--- config.mk ---
export PLATFORM = sky130hd
export DESIGN_NAME = rsp_packet_receiver_unit
export DESIGN_NICKNAME = d
export VERILOG_FILES = /design/src/hdl/rpr_pkg.sv /design/src/hdl/rpr_frame_ctrl.sv /design/src/hdl/rsp_packet_receiver_unit.sv
export SDC_FILE = /design/constraint.sdc
export NUM_CORES = 1
export LEC_CHECK = 0
export BUFFER_PORTS_ARGS = -buffer_cell sky130_fd_sc_hd__buf_2
export CAP_MARGIN = 0
export CORE_MARGIN = 1
export CORE_UTILIZATION = 52
export DETAILED_ROUTE_END_ITERATION = 7
export GPL_ROUTABILITY_DRIVEN = 1
export PLACE_DENSITY = 0.88
export RECOVER_POWER = 50
export SLEW_MARGIN = 5
export SYNTH_ARGS = -nofsm -noshare
export SYNTH_HDL_FRONTEND = slang
export SYNTH_SLANG_ARGS = --single-unit
--- constraint.sdc ---
create_clock -name clock -period 3.9 [get_ports clock]
set_input_delay 1.17 -clock clock [delete_from_list [all_inputs] [get_ports clock]]
set_output_delay 1.17 -clock clock [all_outputs]
set_load 0.02 [all_outputs]
--- src/hdl/rpr_pkg.sv ---
// Package for the debug-link packet receiver.
// Holds framing characters, event codes, phase codes, the result record
// and the hex digit decoder. No dependencies.
package rpr_pkg;

   // Framing and acknowledge characters
   localparam logic [7:0] CH_START = 8'h24;   // '$'
   localparam logic [7:0] CH_END   = 8'h23;   // '#'
   localparam logic [7:0] CH_ACK   = 8'h2B;   // '+'
   localparam logic [7:0] CH_NAK   = 8'h2D;   // '-'
   localparam logic [7:0] CH_NONE  = 8'h00;

   // Payload limit after reset: one less than the packet buffer size
   localparam int unsigned BUFFER_SIZE = 1000;
   localparam logic [9:0]  LIMIT_RESET = 10'(BUFFER_SIZE - 1);

   // Event codes on the result channel
   localparam logic [2:0] EV_IGNORED = 3'd0;
   localparam logic [2:0] EV_PAYLOAD = 3'd1;
   localparam logic [2:0] EV_ACCEPT  = 3'd2;
   localparam logic [2:0] EV_BAD_SUM = 3'd3;
   localparam logic [2:0] EV_RESTART = 3'd4;
   localparam logic [2:0] EV_ABANDON = 3'd5;

   // Receiver phase codes
   localparam logic [1:0] PH_IDLE = 2'd0;
   localparam logic [1:0] PH_DATA = 2'd1;
   localparam logic [1:0] PH_HI   = 2'd2;
   localparam logic [1:0] PH_LO   = 2'd3;

   // One result item
   typedef struct packed {
      logic [2:0] event_res;
      logic [7:0] payload_byte;
      logic [7:0] ack_byte;
      logic [9:0] packet_length;
   } rpr_result_type;

   // Decode one ASCII hex digit; anything else reads as 0xFF
   function automatic logic [7:0] hex_digit_value(input logic [7:0] c);
      logic [7:0] value;
      if (c >= 8'h61 && c <= 8'h66) begin
         value = c - 8'h57;
      end else if (c >= 8'h30 && c <= 8'h39) begin
         value = c - 8'h30;
      end else if (c >= 8'h41 && c <= 8'h46) begin
         value = c - 8'h37;
      end else begin
         value = 8'hFF;
      end
      return value;
   endfunction

endpackage

--- src/hdl/rpr_frame_ctrl.sv ---
// Framing state machine of the packet receiver: phase, running checksum,
// payload count and first checksum digit, plus the per-byte result logic.
// Depends on rpr_pkg.
module rpr_frame_ctrl (
   input  logic                    clock,
   input  logic                    reset,
   input  logic                    step_en,
   input  logic [7:0]              rx_byte,
   input  logic [9:0]              payload_limit,
   output rpr_pkg::rpr_result_type result
);
   import rpr_pkg::*;

   logic [1:0] phase_ff, phase_in;
   logic [7:0] sum_ff, sum_in;
   logic [9:0] count_ff, count_in;
   logic [7:0] first_ff, first_in;

   logic [9:0] count_inc;
   logic [7:0] sum_add;
   logic [7:0] digit;
   logic [7:0] rx_sum;

   assign count_inc = count_ff + 10'd1;
   assign sum_add   = sum_ff + rx_byte;
   assign digit     = hex_digit_value(rx_byte);
   assign rx_sum    = first_ff + digit;

   // Next state and result for the byte at hand
   always_comb begin
      phase_in = phase_ff;
      sum_in   = sum_ff;
      count_in = count_ff;
      first_in = first_ff;
      result   = '0;
      case (phase_ff)
         PH_IDLE: begin
            if (rx_byte == CH_START) begin
               phase_in = PH_DATA;
               sum_in   = '0;
               count_in = '0;
            end
            result.event_res = EV_IGNORED;
         end
         PH_DATA: begin
            if (rx_byte == CH_START) begin
               sum_in           = '0;
               count_in         = '0;
               result.event_res = EV_RESTART;
            end else if (rx_byte == CH_END) begin
               phase_in             = PH_HI;
               result.packet_length = count_ff;
            end else begin
               sum_in               = sum_add;
               count_in             = count_inc;
               result.payload_byte  = rx_byte;
               result.packet_length = count_inc;
               if (count_inc >= payload_limit) begin
                  result.event_res = EV_ABANDON;
                  phase_in         = PH_IDLE;
               end else begin
                  result.event_res = EV_PAYLOAD;
               end
            end
         end
         PH_HI: begin
            first_in             = {digit[3:0], 4'h0};
            phase_in             = PH_LO;
            result.packet_length = count_ff;
         end
         PH_LO: begin
            if (rx_sum == sum_ff) begin
               result.event_res = EV_ACCEPT;
               result.ack_byte  = CH_ACK;
            end else begin
               result.event_res = EV_BAD_SUM;
               result.ack_byte  = CH_NAK;
            end
            phase_in             = PH_IDLE;
            result.packet_length = count_ff;
         end
         default: begin
            phase_in = PH_IDLE;
         end
      endcase
   end

   // Advance the state on each byte that moves to the result register
   always_ff @(posedge clock) begin
      if (reset) begin
         phase_ff <= PH_IDLE;
         sum_ff   <= '0;
         count_ff <= '0;
         first_ff <= '0;
      end else if (step_en) begin
         phase_ff <= phase_in;
         sum_ff   <= sum_in;
         count_ff <= count_in;
         first_ff <= first_in;
      end
   end

   // The high checksum digit is always followed by the low one
   a_hi_then_lo: assert property (@(posedge clock) disable iff (reset)
      step_en && phase_ff == PH_HI |=> phase_ff == PH_LO)
      else $error("high checksum digit not followed by low digit phase");

   // The low digit always closes the packet
   a_lo_then_idle: assert property (@(posedge clock) disable iff (reset)
      step_en && phase_ff == PH_LO |=> phase_ff == PH_IDLE)
      else $error("packet not closed after low checksum digit");

   // An ack byte goes out exactly with a checksum verdict
   a_ack_event: assert property (@(posedge clock) disable iff (reset)
      (result.ack_byte != CH_NONE) ==
      (result.event_res == EV_ACCEPT || result.event_res == EV_BAD_SUM))
      else $error("ack byte and checksum event disagree");

   // Abandoning a packet returns to waiting for the start byte
   a_abandon_idle: assert property (@(posedge clock) disable iff (reset)
      step_en && result.event_res == EV_ABANDON |=> phase_ff == PH_IDLE)
      else $error("abandoned packet left the receiver busy");

endmodule

--- src/hdl/rsp_packet_receiver_unit.sv ---
// Top level of the debug-link packet receiver: input register, framing
// logic, result register and the payload limit register.
// Depends on rpr_pkg and rpr_frame_ctrl.
// A transferred byte goes into the input register and then, once the
// result register is free or draining, into the result register, raising rsp_valid.
// Throughput: one byte per cycle; the input register refills while the
// result register drains, so only a stalled result channel slows it.
// Reset (synchronous, active high) empties both registers, sets the
// payload limit to 999 and returns the framing logic to waiting for '$'.
module rsp_packet_receiver_unit (
   input  logic       clock,
   input  logic       reset,
   input  logic       req_valid,
   output logic       req_ready,
   input  logic [7:0] req_rx_byte,
   output logic       rsp_valid,
   input  logic       rsp_ready,
   output logic [2:0] rsp_event_res,
   output logic [7:0] rsp_payload_byte,
   output logic [7:0] rsp_ack_byte,
   output logic [9:0] rsp_packet_length,
   input  logic       csr_valid,
   output logic       csr_ready,
   input  logic [9:0] csr_payload_limit
);
   import rpr_pkg::*;

   logic           in_vld_ff;
   logic [7:0]     in_byte_ff;
   logic           out_vld_ff;
   rpr_result_type out_ff;
   rpr_result_type step_result;
   logic [9:0]     limit_ff;
   logic           advance;

   // Move the held byte on when the result register is free or draining
   assign advance   = in_vld_ff && (!out_vld_ff || rsp_ready);
   assign req_ready = !in_vld_ff || advance;
   assign csr_ready = 1'b1;

   // Payload limit register
   always_ff @(posedge clock) begin
      if (reset) begin
         limit_ff <= LIMIT_RESET;
      end else if (csr_valid) begin
         limit_ff <= csr_payload_limit;
      end
   end

   // Input register
   always_ff @(posedge clock) begin
      if (reset) begin
         in_vld_ff <= 1'b0;
      end else if (req_ready) begin
         in_vld_ff <= req_valid;
      end
   end

   always_ff @(posedge clock) begin
      if (req_valid && req_ready) begin
         in_byte_ff <= req_rx_byte;
      end
   end

   rpr_frame_ctrl u_frame_ctrl (
      .clock         (clock),
      .reset         (reset),
      .step_en       (advance),
      .rx_byte       (in_byte_ff),
      .payload_limit (limit_ff),
      .result        (step_result)
   );

   // Result register
   always_ff @(posedge clock) begin
      if (reset) begin
         out_vld_ff <= 1'b0;
      end else if (advance) begin
         out_vld_ff <= 1'b1;
      end else if (rsp_ready) begin
         out_vld_ff <= 1'b0;
      end
   end

   always_ff @(posedge clock) begin
      if (advance) begin
         out_ff <= step_result;
      end
   end

   assign rsp_valid         = out_vld_ff;
   assign rsp_event_res     = out_ff.event_res;
   assign rsp_payload_byte  = out_ff.payload_byte;
   assign rsp_ack_byte      = out_ff.ack_byte;
   assign rsp_packet_length = out_ff.packet_length;

   // A held byte waits while the result channel is stalled
   a_hold_input: assert property (@(posedge clock) disable iff (reset)
      in_vld_ff && out_vld_ff && !rsp_ready |=> in_vld_ff && $stable(in_byte_ff))
      else $error("held byte lost while result channel stalled");

   // Every byte that moves on yields a valid result next cycle
   a_result_follows: assert property (@(posedge clock) disable iff (reset)
      advance |=> out_vld_ff)
      else $error("advanced byte produced no result");

   // With both registers full and no drain, nothing new is taken
   a_no_overrun: assert property (@(posedge clock) disable iff (reset)
      in_vld_ff && out_vld_ff && !rsp_ready |-> !req_ready)
      else $error("input taken while pipeline full");

endmodule
==> results of run 1 <==
[final timing paths]
path | to | slack (ns)
worst max register to register | rsp_ack_byte[2] | 0.16
worst max-delay path | rsp_ack_byte[2] | 0.16
worst min-delay path | limit_ff[5] | 0.49
worst min register to register | limit_ff[5] | 0.49
[stage by stage]
| step | power [mW] | worst slack [ns] |
|---|---|---|
| 3_5_place_dp | 0.955 | -0.0381 |
| 3_3_place_gp | 0.948 | 0.212 |
| 2_1_floorplan | 0.909 | 0.123 |
| 5_1_grt | 1.59 | -0.0367 |
| 4_1_cts | 1.55 | 0.0285 |
| 6_report | 1.54 | 0.160 |
[layout make-up]
| cell class | instances | area, sq um | share of cell area |
|---|---|---|---|
| Sequential cell | 68 | 1680 | 0.370 |
| Clock buffer | 12 | 155 | 0.0342 |
| Inverter | 20 | 75.1 | 0.0165 |
| Tap cell | 99 | 124 | 0.0273 |
| Timing Repair Buffer | 59 | 285 | 0.0628 |
| Clock inverter | 4 | 47.5 | 0.0105 |
| Multi-Input combinational cell | 307 | 2170 | 0.479 |
[sequential cells by signal, indices dropped and copies added (netlist names), named ones only]
signal and count:
limit_ff 10, rsp_packet_length 10, u_frame_ctrl.count_ff 10, in_byte_ff 8, rsp_payload_byte 8, u_frame_ctrl.sum_ff 8, u_frame_ctrl.first_ff 4, rsp_ack_byte 3
rsp_event_res 3, in_vld_ff 1, rsp_valid 1, u_frame_ctrl.phase_ff 1
[kinds of logic (layout without fill, tap and decap cells)]
group,Yosys count,count (layout)
adders and majority gates,32,32
buffers and inverters,47,95
AOI/OAI and AO/OA,116,116
other,2,4
and+or+nand+nor,124,124
muxes,6,6
xor gates and xnor gates,25,25
DFF,68,68
[cell usage in the layout, fill, tap and decap left out, types with 7 or more instances in the layout]
cell type,n
nor2_1,43
dfxtp_1,36
edfxtp_1,32
ha_1,28
a21oi_1,27
buf_2,27
nand2_1,26
clkbuf_1,25
inv_1,20
xnor2_1,16
o21ai_0,14
nor3_1,12
clkbuf_8,11
a21o_1,10
a211oi_1,9
xor2_1,9
a22oi_1,9
o211ai_1,8
buf_4,8
a22o_1,7
[critical path, cell delays in order, from the launching register on]
cell	delay (ns)
edfxtp_1	0.41
inv_1	0.15
ha_2	0.24
or4b_1	0.51
nand2b_1	0.25
nand2_1	0.23
o22ai_1	0.14
a31oi_1	0.32
ha_1	0.31
a21o_1	0.18
a21oi_1	0.19
xnor2_1	0.13
xnor2_1	0.26
a41oi_1	0.16
[routing by layer]
layer,global-route usage,up-vias,part of all wire
li1,-,1608,-
met1,0.286,1564,0.44
met2,0.386,175,0.47
met3,0.0372,26,0.065
met4,0.110,0,0.024
met5,0,-,0
[power breakdown]
group,switching [mW],internal (mW)
logic,0.103,0.0544
registers,0.0133,0.769
clock network,0.271,0.328
[repair_timing]
action | CTS | global route
resized for setup | 1 | 3
pin swaps | 0 | 2
endpoints found under the setup margin | 1 | 3
==> flow_summary.json, run 1 <==
{
  "r2r_start": "in_byte_ff[1]",
  "yosysTopAreaCell": "edfxtp_1",
  "syn_inst": 420,
  "synthFlopType": "dfxtp_1",
  "clk_latency_ns": 0.35,
  "place_inst": 553,
  "synth_edf_count": 32,
  "final_core_util": 0.613,
  "clock_sinks": 68,
  "synth-simple-area-share": 0.153,
  "fmax_mhz": 267,
  "antenna_found_initial": 0,
  "vias": 3373,
  "worstHoldStart": "limit_ff[5]",
  "initial_core_util": 0.547,
  "whs_path_depth": 2,
  "cts-root-buf": "clkbuf_8",
  "gp_congestion": 0.979,
  "hpwl_microns": 6550,
  "synth_xor_area_frac": 0.0541,
  "grt_max_degree": 29,
  "fill_cells": 623,
  "synthAdderAreaFrac": 0.103,
  "worstSetupStartpointType": "flip-flop",
  "final_area_sq_um": 4540,
  "synth_top_area_frac": 0.237,
  "final_nets": 520,
  "yosysWarnings": 0,
  "hold_slack_ns": 0.489,
  "leakage_nw": 1.88,
  "die-area_sq_um": 8140,
  "placed_cell_area_sq_um": 4360,
  "path_max_fanout": 6,
  "postCtsSetupRepairBufs": 0,
  "syn2layout_area_growth_pct": 12.2,
  "crit_path_start": "in_byte_ff[1]",
  "seq_area_frac_synth": 0.415,
  "synthTopCellsByCount": "43 x nor2_1, 36 x dfxtp_1, 32 x edfxtp_1",
  "path_class": "flip-flop to flip-flop",
  "period_share": 0.959,
  "setup_tns_ns": 0,
  "status": "complete, no violations",
  "vdd_drop_max_v": 0.000215,
  "route.detailed.wl_per_inst_microns": 15.9,
  "ys_types": 59,
  "die_y_microns": 90.2,
  "ff2ff_path_depth": 13,
  "clkTransAtPathRegs_ns": 0.08,
  "grt_pass1_vias": 3288,
  "fin_cells": 569,
  "power.density_nw_per_um2": 339,
  "htree_levels": 3,
  "cts_made_buffers": 9,
  "dr.first_iter.drc_count": 235,
  "synth_compound_area_frac": 0.206,
  "worst_pin_slew_ns": 1.35,
  "ios": 55,
  "cts_buffer_depth": 2,
  "route.detailed.drc": 0,
  "grt_first_pass_wirelength_microns": 15000,
  "cts_tree": "done",
  "postRouteAntennaNets": 0,
  "grt-ovfl-total": 0,
  "cp-end-kind": "flip-flop",
  "synth_top_family_by_area": "compound AO/OA/AOI/OAI gates",
  "portBuffers": 50,
  "critical_path_arrival_ns": 3.82,
  "rsz0062_at_grt": "true",
  "core_sq_um": 7410,
  "viasPerCell": 5.93,
  "synth_most_common_cell": "nor2_1",
  "drive_gt1_frac": 0.136,
  "drv_cap": 0,
  "skew_ns": 0.00969,
  "drt_pass1_iterations": 5,
  "hold_violations": 0,
  "dieWidth_microns": 90.2,
  "ys_ff_latch": 68,
  "syn_area_per_cell_sq_um": 9.64,
  "min_period_ns": 3.74,
  "drt_wl_total_microns": 9070,
  "cts_hold_buf": 0,
  "track_usage": 0.229,
  "slew_viol_final": 0,
  "synth_area_sq_um": 4050,
  "antenna-diode-count": 0,
  "relSlewSlack": 0.0980,
  "hold_class": "flip-flop to flip-flop",
  "async_flop_share": 0,
  "synth_area_leaders": "edfxtp_1 24%, dfxtp_1 18%, ha_1 9.3%, nor2_1 4.0%, a21oi_1 3.5%",
  "setup-violations-final": 0,
  "rows": 31,
  "worstPathRequired_ns": 3.98,
  "synth.mux.area_fraction": 0.0148
}
(Power assumes the default switching activity.)
==> run 2, diff against run 1 <==
- CORE_UTILIZATION: 52 -> 50
- PLACE_DENSITY: 0.88 -> 0.85
- RECOVER_POWER: 50 -> unset
- SYNTH_HIERARCHICAL: unset -> 1
==> run 2 against run 1 <==
  * Highest routed layer unchanged
  * Sequential share of layout area decreased by 0.57 points
  * Via count increased by 8.5%
  * Fmax decreased by 4.5%
  * First-iteration DRC count increased by 77%
  * The run now ends with setup timing left
  * Critical path depth unchanged
  * Synthesized cell count increased by 4.5%
  * Utilization decreased by 0.76 points
  * Largest cell class unchanged
==> flow_summary.json, run 2 <==
{
  "status": "finished, violations left",
  "violations": "setup timing",
  "grt-ovfl-total": 0,
  "yosysTopAreaCell": "edfxtp_1",
  "hpwl_microns": 7090,
  "power_frac_comb": 0.113,
  "synthFlopType": "edfxtp_1",
  "place_ws_ns": -0.0438,
  "portBuffers": 53,
  "drive_gt1_frac": 0.256,
  "dr.first_iter.drc_count": 416,
  "whs_path_depth": 2,
  "setup-violations-final": 2,
  "syn_inst": 439,
  "synth_xor_area_frac": 0.0444,
  "rows": 33,
  "swShare": 0.284,
  "die-area_sq_um": 9050,
  "fmax_mhz": 255,
  "placed_cell_area_sq_um": 4760,
  "cp_num_buf_inv": 0,
  "vdd_drop_max_v": 0.000147,
  "antenna-diode-count": 0,
  "synth_top_area_frac": 0.256,
  "ys_types": 70,
  "async_flop_share": 0,
  "skew_ns": 0.0123,
  "core_sq_um": 8300,
  "die_y_microns": 95.2,
  "synth_area_leaders": "edfxtp_1 26%, dfxtp_1 17%, ha_1 8.7%, a21oi_1 4.3%, nor2_1 2.7%",
  "critPathSlowestCell": "or4b_4",
  "relSlewSlack": 0.509,
  "power.density_nw_per_um2": 321,
  "crit_end": "rsp_event_res[0]",
  "synth.mux.area_fraction": 0.00461,
  "slew_viol_final": 0,
  "worst_pin_slew_ns": 0.737,
  "synth_top_family_by_area": "compound AO/OA/AOI/OAI gates",
  "grt_first_pass_wirelength_microns": 15800,
  "crit_path_start": "in_byte_ff[0]",
  "cpLargestDelayFamily": "compound AO/OA/AOI/OAI gates",
  "route.detailed.wl_per_inst_microns": 16.4,
  "r2r-end": "rsp_event_res[0]",
  "final_area_sq_um": 5030,
  "vias": 3661,
  "layout_commonest_cell": "buf_2",
  "critical_path_arrival_ns": 4.01,
  "hold_class": "flip-flop to flip-flop",
  "synthAdderAreaFrac": 0.0957,
  "viasPerCell": 6.01,
  "synth_area_sq_um": 4340,
  "clock_sinks": 73,
  "drv_cap": 0,
  "drt_pass1_iterations": 5,
  "p_switching_mw": 0.458,
  "cts-root-buf": "clkbuf_8",
  "path_depth": 13,
  "leakage_nw": 2.08,
  "worstSetupStartpointType": "flip-flop",
  "track_usage": 0.229,
  "reg2reg_slack_ns": -0.01,
  "syn2layout_area_growth_pct": 15.8,
  "clkPwrFrac": 0.362,
  "cp-end-kind": "flip-flop",
  "hold_slack_ns": 0.472,
  "fill_cells": 705,
  "syn_area_per_cell_sq_um": 9.88,
  "synth_compound_area_frac": 0.226,
  "grt_pass1_vias": 3248,
  "clk_latency_ns": 0.37,
  "synthTopCellsByCount": "37 x a21oi_1, 37 x edfxtp_1, 36 x dfxtp_1",
  "rsz0062_at_grt": "true",
  "path_class": "flip-flop to flip-flop",
  "cpPeakStageDelay_ns": 0.50,
  "ys_ff_latch": 73,
  "r2r_start": "in_byte_ff[0]",
  "antenna_found_initial": 0,
  "path_cells": "ha_2, or4b_4, a311o_1, a31oi_4, o21ai_2, a21oi_2, ha_2, fa_1, xor2_1, nor2_1, o311ai_2, a2111oi_4, a31oi_1",
  "htree_levels": 3,
  "synth-simple-area-share": 0.153,
  "worst_slack_ns": -0.0146,
  "cts_buffer_depth": 2,
  "internal-power_mw": 1.15,
  "cts_tree": "done",
  "worstHoldStart": "in_vld_ff",
  "gp_congestion": 0.957,
  "final_cell_mix": "53 x buf_2, 37 x edfxtp_1, 36 x dfxtp_1",
  "cts_made_buffers": 9,
  "clkTransAtPathRegs_ns": 0.09,
  "synth_edf_count": 37,
  "min_period_ns": 3.91,
  "grt_max_degree": 40,
  "period_share": 1.00,
  "ff2ff_path_depth": 13,
  "route.detailed.drc": 0,
  "p_seq_frac": 0.524,
  "initial_core_util": 0.523,
  "drt_wl_total_microns": 9990,
  "setup_tns_ns": -0.0170,
  "worstPathRequired_ns": 3.99,
  "final_nets": 554,
  "dieWidth_microns": 95.2,
  "hold_violations": 0,
  "seq_area_frac_synth": 0.422,
  "yosysWarnings": 6,
  "cts_hold_buf": 0,
  "path_max_fanout": 4,
  "postRouteAntennaNets": 0,
  "ios": 55,
  "path_common_cell": "ha_2"
}
run 2: routing by layer:
metal	GRT usage	part of all wire	vias up
li1	-	-	1735
met1	0.320	0.45	1718
met2	0.345	0.46	184
met3	0.0351	0.072	24
met4	0.105	0.020	0
met5	0	0	-
run 2: final cells by class:
class,instances,area (sq um),area share
multi-input combinational,317,2360,0.469
sequential,73,1830,0.364
timing repair buffer,74,427,0.0849
tap,105,131,0.0261
clock buffer,9,124,0.0246
inverter,24,90.1,0.0179
clock inverter,7,65.1,0.0129
run 2: what timing repair did:
item / CTS / global route
endpoints found under the hold margin: 0 / 0
setup endpoints to repair: 2 / 3
setup buffers: 2 / 1
pin swaps: 9 / 14
gates resized for setup: 3 / 9
run 2: how the worst min path moves through the flow:
stage          slack [ns]                        to
6_report             0.47                 rsp_valid
2_1_floorplan        0.43                 rsp_valid
5_1_grt              0.50                 rsp_valid
4_1_cts              0.47  u_frame_ctrl/first_ff[6]
3_3_place_gp         0.44                 rsp_valid
3_5_place_dp         0.46  u_frame_ctrl/first_ff[6]
run 2: cell families after synthesis:
kind of cell / after synthesis
AOI/OAI and AO/OA: 131
xor gates and xnor gates: 22
adders and majority gates: 32
buffers and inverters: 51
DFF: 73
other: 2
muxes: 2
and+or+nand+nor: 126
run 2: worst register-to-register path: stages (launching register included):
cell and delay, ns:
edfxtp_1 0.49, ha_2 0.24, or4b_4 0.50, a311o_1 0.39, a31oi_4 0.23, o21ai_2 0.08, a21oi_2 0.13, ha_2 0.20
fa_1 0.44, xor2_1 0.16, nor2_1 0.16, o311ai_2 0.14, a2111oi_4 0.36, a31oi_1 0.13
run 2: per-stage QoR:
| step | std cells | util | power [mW] |
|---|---|---|---|
| after global placement | 590 | 0.573 | 1.03 |
| after global routing | 609 | 0.606 | 1.68 |
| after detailed placement | 590 | 0.573 | 1.04 |
| final | 609 | 0.606 | 1.61 |
| after CTS | 608 | 0.599 | 1.61 |
| after floorplan | 441 | - | 0.978 |
run 2: power by group through the flow:
stage	clock (mW)	sequential, mW	combinational, mW
2_1_floorplan	0	0.880	0.0980
3_5_place_dp	0	0.863	0.172
6_report	0.584	0.845	0.183
5_1_grt	0.634	0.849	0.199
3_3_place_gp	0	0.862	0.168
4_1_cts	0.593	0.845	0.175
==> run 3, diff against run 2 <==
- CTS_CLUSTER_SIZE: unset -> 24
- PLACE_DENSITY: 0.85 -> 0.82
- RECOVER_POWER: unset -> 50
- clock period: 3.9 -> 4.2 ns (I/O delays scaled with it)
==> run 3 against run 2 <==
  * The run ends with capacitance limit, slew limit left
  * Die area unchanged
  * Setup slack better by 0.19 ns
  * Fmax down 2.7%
==> flow_summary.json, run 3 (synthesized netlist as in run 2, its figures left out) <==
{
  "die_y_microns": 95.2,
  "slew_viol_final": 75,
  "clock_sinks": 73,
  "power_mw": 1.57,
  "final_core_util": 0.592,
  "hold_class": "flip-flop to flip-flop",
  "worst_slack_ns": 0.178,
  "critical_path_arrival_ns": 4.10,
  "vdd_drop_max_v": 0.000203,
  "cts_buffer_depth": 2,
  "grt_first_pass_wirelength_microns": 15300,
  "cts-root-buf": "clkbuf_8",
  "skew_ns": 0.0129,
  "worstSetupStartpointType": "flip-flop",
  "violations": "capacitance limit, slew limit",
  "clkTransAtPathRegs_ns": 0.09,
  "layout_commonest_cell": "edfxtp_1",
  "ios": 55,
  "worst_pin_slew_ns": 1.76,
  "drive_gt1_frac": 0.159,
  "hold_violations": 0,
  "final_nets": 546,
  "route.detailed.drc": 0,
  "cts_tree": "done",
  "drt_pass1_iterations": 5,
  "period_share": 0.958,
  "power.density_nw_per_um2": 320,
  "cts_made_buffers": 9,
  "place_ws_ns": 0.182,
  "rows": 33,
  "initial_core_util": 0.523,
  "cp-end-kind": "flip-flop",
  "status": "finished, violations left",
  "vias": 3499,
  "antenna-diode-count": 0,
  "gp_congestion": 0.886,
  "grt-ovfl-total": 0,
  "dieWidth_microns": 95.2,
  "fill_cells": 730,
  "final_area_sq_um": 4910,
  "setup-violations-final": 0,
  "portBuffers": 53,
  "grt_pass1_vias": 3151,
  "path_max_fanout": 11,
  "track_usage": 0.222,
  "worstPathRequired_ns": 4.28,
  "dr.first_iter.drc_count": 279,
  "multi_input_area_sq_um": 2310,
  "drv_cap": 2,
  "min_period_ns": 4.02,
  "route.detailed.wl_per_inst_microns": 16.1,
  "antenna_found_initial": 0,
  "die-area_sq_um": 9050,
  "path_class": "flip-flop to flip-flop",
  "regArea_sq_um": 1830,
  "leakage_nw": 1.97,
  "hpwl_microns": 6980,
  "placed_cell_area_sq_um": 4690,
  "viasPerCell": 5.82,
  "syn2layout_area_growth_pct": 13.2,
  "htree_levels": 3,
  "drt_wl_total_microns": 9650,
  "postRouteAntennaNets": 0,
  "relSlewSlack": -0.176,
  "cts_hold_buf": 0,
  "fmax_mhz": 249,
  "clk_latency_ns": 0.36,
  "grt_max_degree": 40,
  "final_cell_mix": "37 x edfxtp_1, 36 x a21oi_1, 36 x dfxtp_1",
  "core_sq_um": 8300
}
## run 3: layout make-up
| type | instances | area share |
|---|---|---|
| inverters | 24 | 0.0183 |
| repair buffers | 66 | 0.0652 |
| multi-input cells | 317 | 0.471 |
| clock inverters | 7 | 0.0206 |
| clock buffers | 9 | 0.0252 |
| flip-flops and latches | 73 | 0.373 |
| well taps | 105 | 0.0268 |
## run 3: critical path, stage by stage, from the launching register on
cell,delay [ns]
edfxtp_1,0.41
buf_4,0.21
or4_1,0.58
nor3_4,0.22
o21ai_4,0.14
a21oi_1,0.21
o22ai_1,0.11
a211oi_1,0.22
a21oi_1,0.07
ha_1,0.32
a21oi_2,0.18
xnor2_2,0.13
a311oi_2,0.30
o32ai_2,0.14
a2111oi_4,0.38
a31oi_1,0.12
## run 3: routing by layer
| metal | routed length [microns] | vias up | GRT usage |
|---|---|---|---|
| met2 | 4190 | 128 | 0.325 |
| met3 | 645 | 18 | 0.0391 |
| met4 | 215 | 0 | 0.102 |
| li1 | - | 1718 | - |
| met1 | 4600 | 1635 | 0.317 |
| met5 | 0 | - | 0 |
## run 3: worst paths after layout
kind,from,to,slack [ns],cells past startpoint
worst max-delay path,in_byte_ff[1],rsp_event_res[0],0.18,15
worst min register to register,in_vld_ff,rsp_valid,0.47,2
worst max register to register,in_byte_ff[1],rsp_event_res[0],0.18,15
worst min-delay path,in_vld_ff,rsp_valid,0.47,2
## run 3: what timing repair did
item                                    CTS  global route
endpoints found under the hold margin     0             0
buffers inserted                          0             1
endpoints found under the setup margin    0             2
resized for setup                         0             6
## run 3: through the flow
step | setup TNS, ns | std cells | hold WS (ns)
after global placement | 0 | 584 | 0.444
after detailed placement | 0 | 584 | 0.458
after global routing | -0.0672 | 601 | 0.487
after CTS | 0 | 600 | 0.467
final | 0 | 601 | 0.469
after floorplan | 0 | 441 | 0.434
## run 3: power breakdown
group | switching [mW] | internal, mW | total, mW
sequential | 0.0152 | 0.772 | 0.787
combinational | 0.0947 | 0.0586 | 0.153
clock | 0.289 | 0.342 | 0.631
total | 0.399 | 1.17 | 1.57
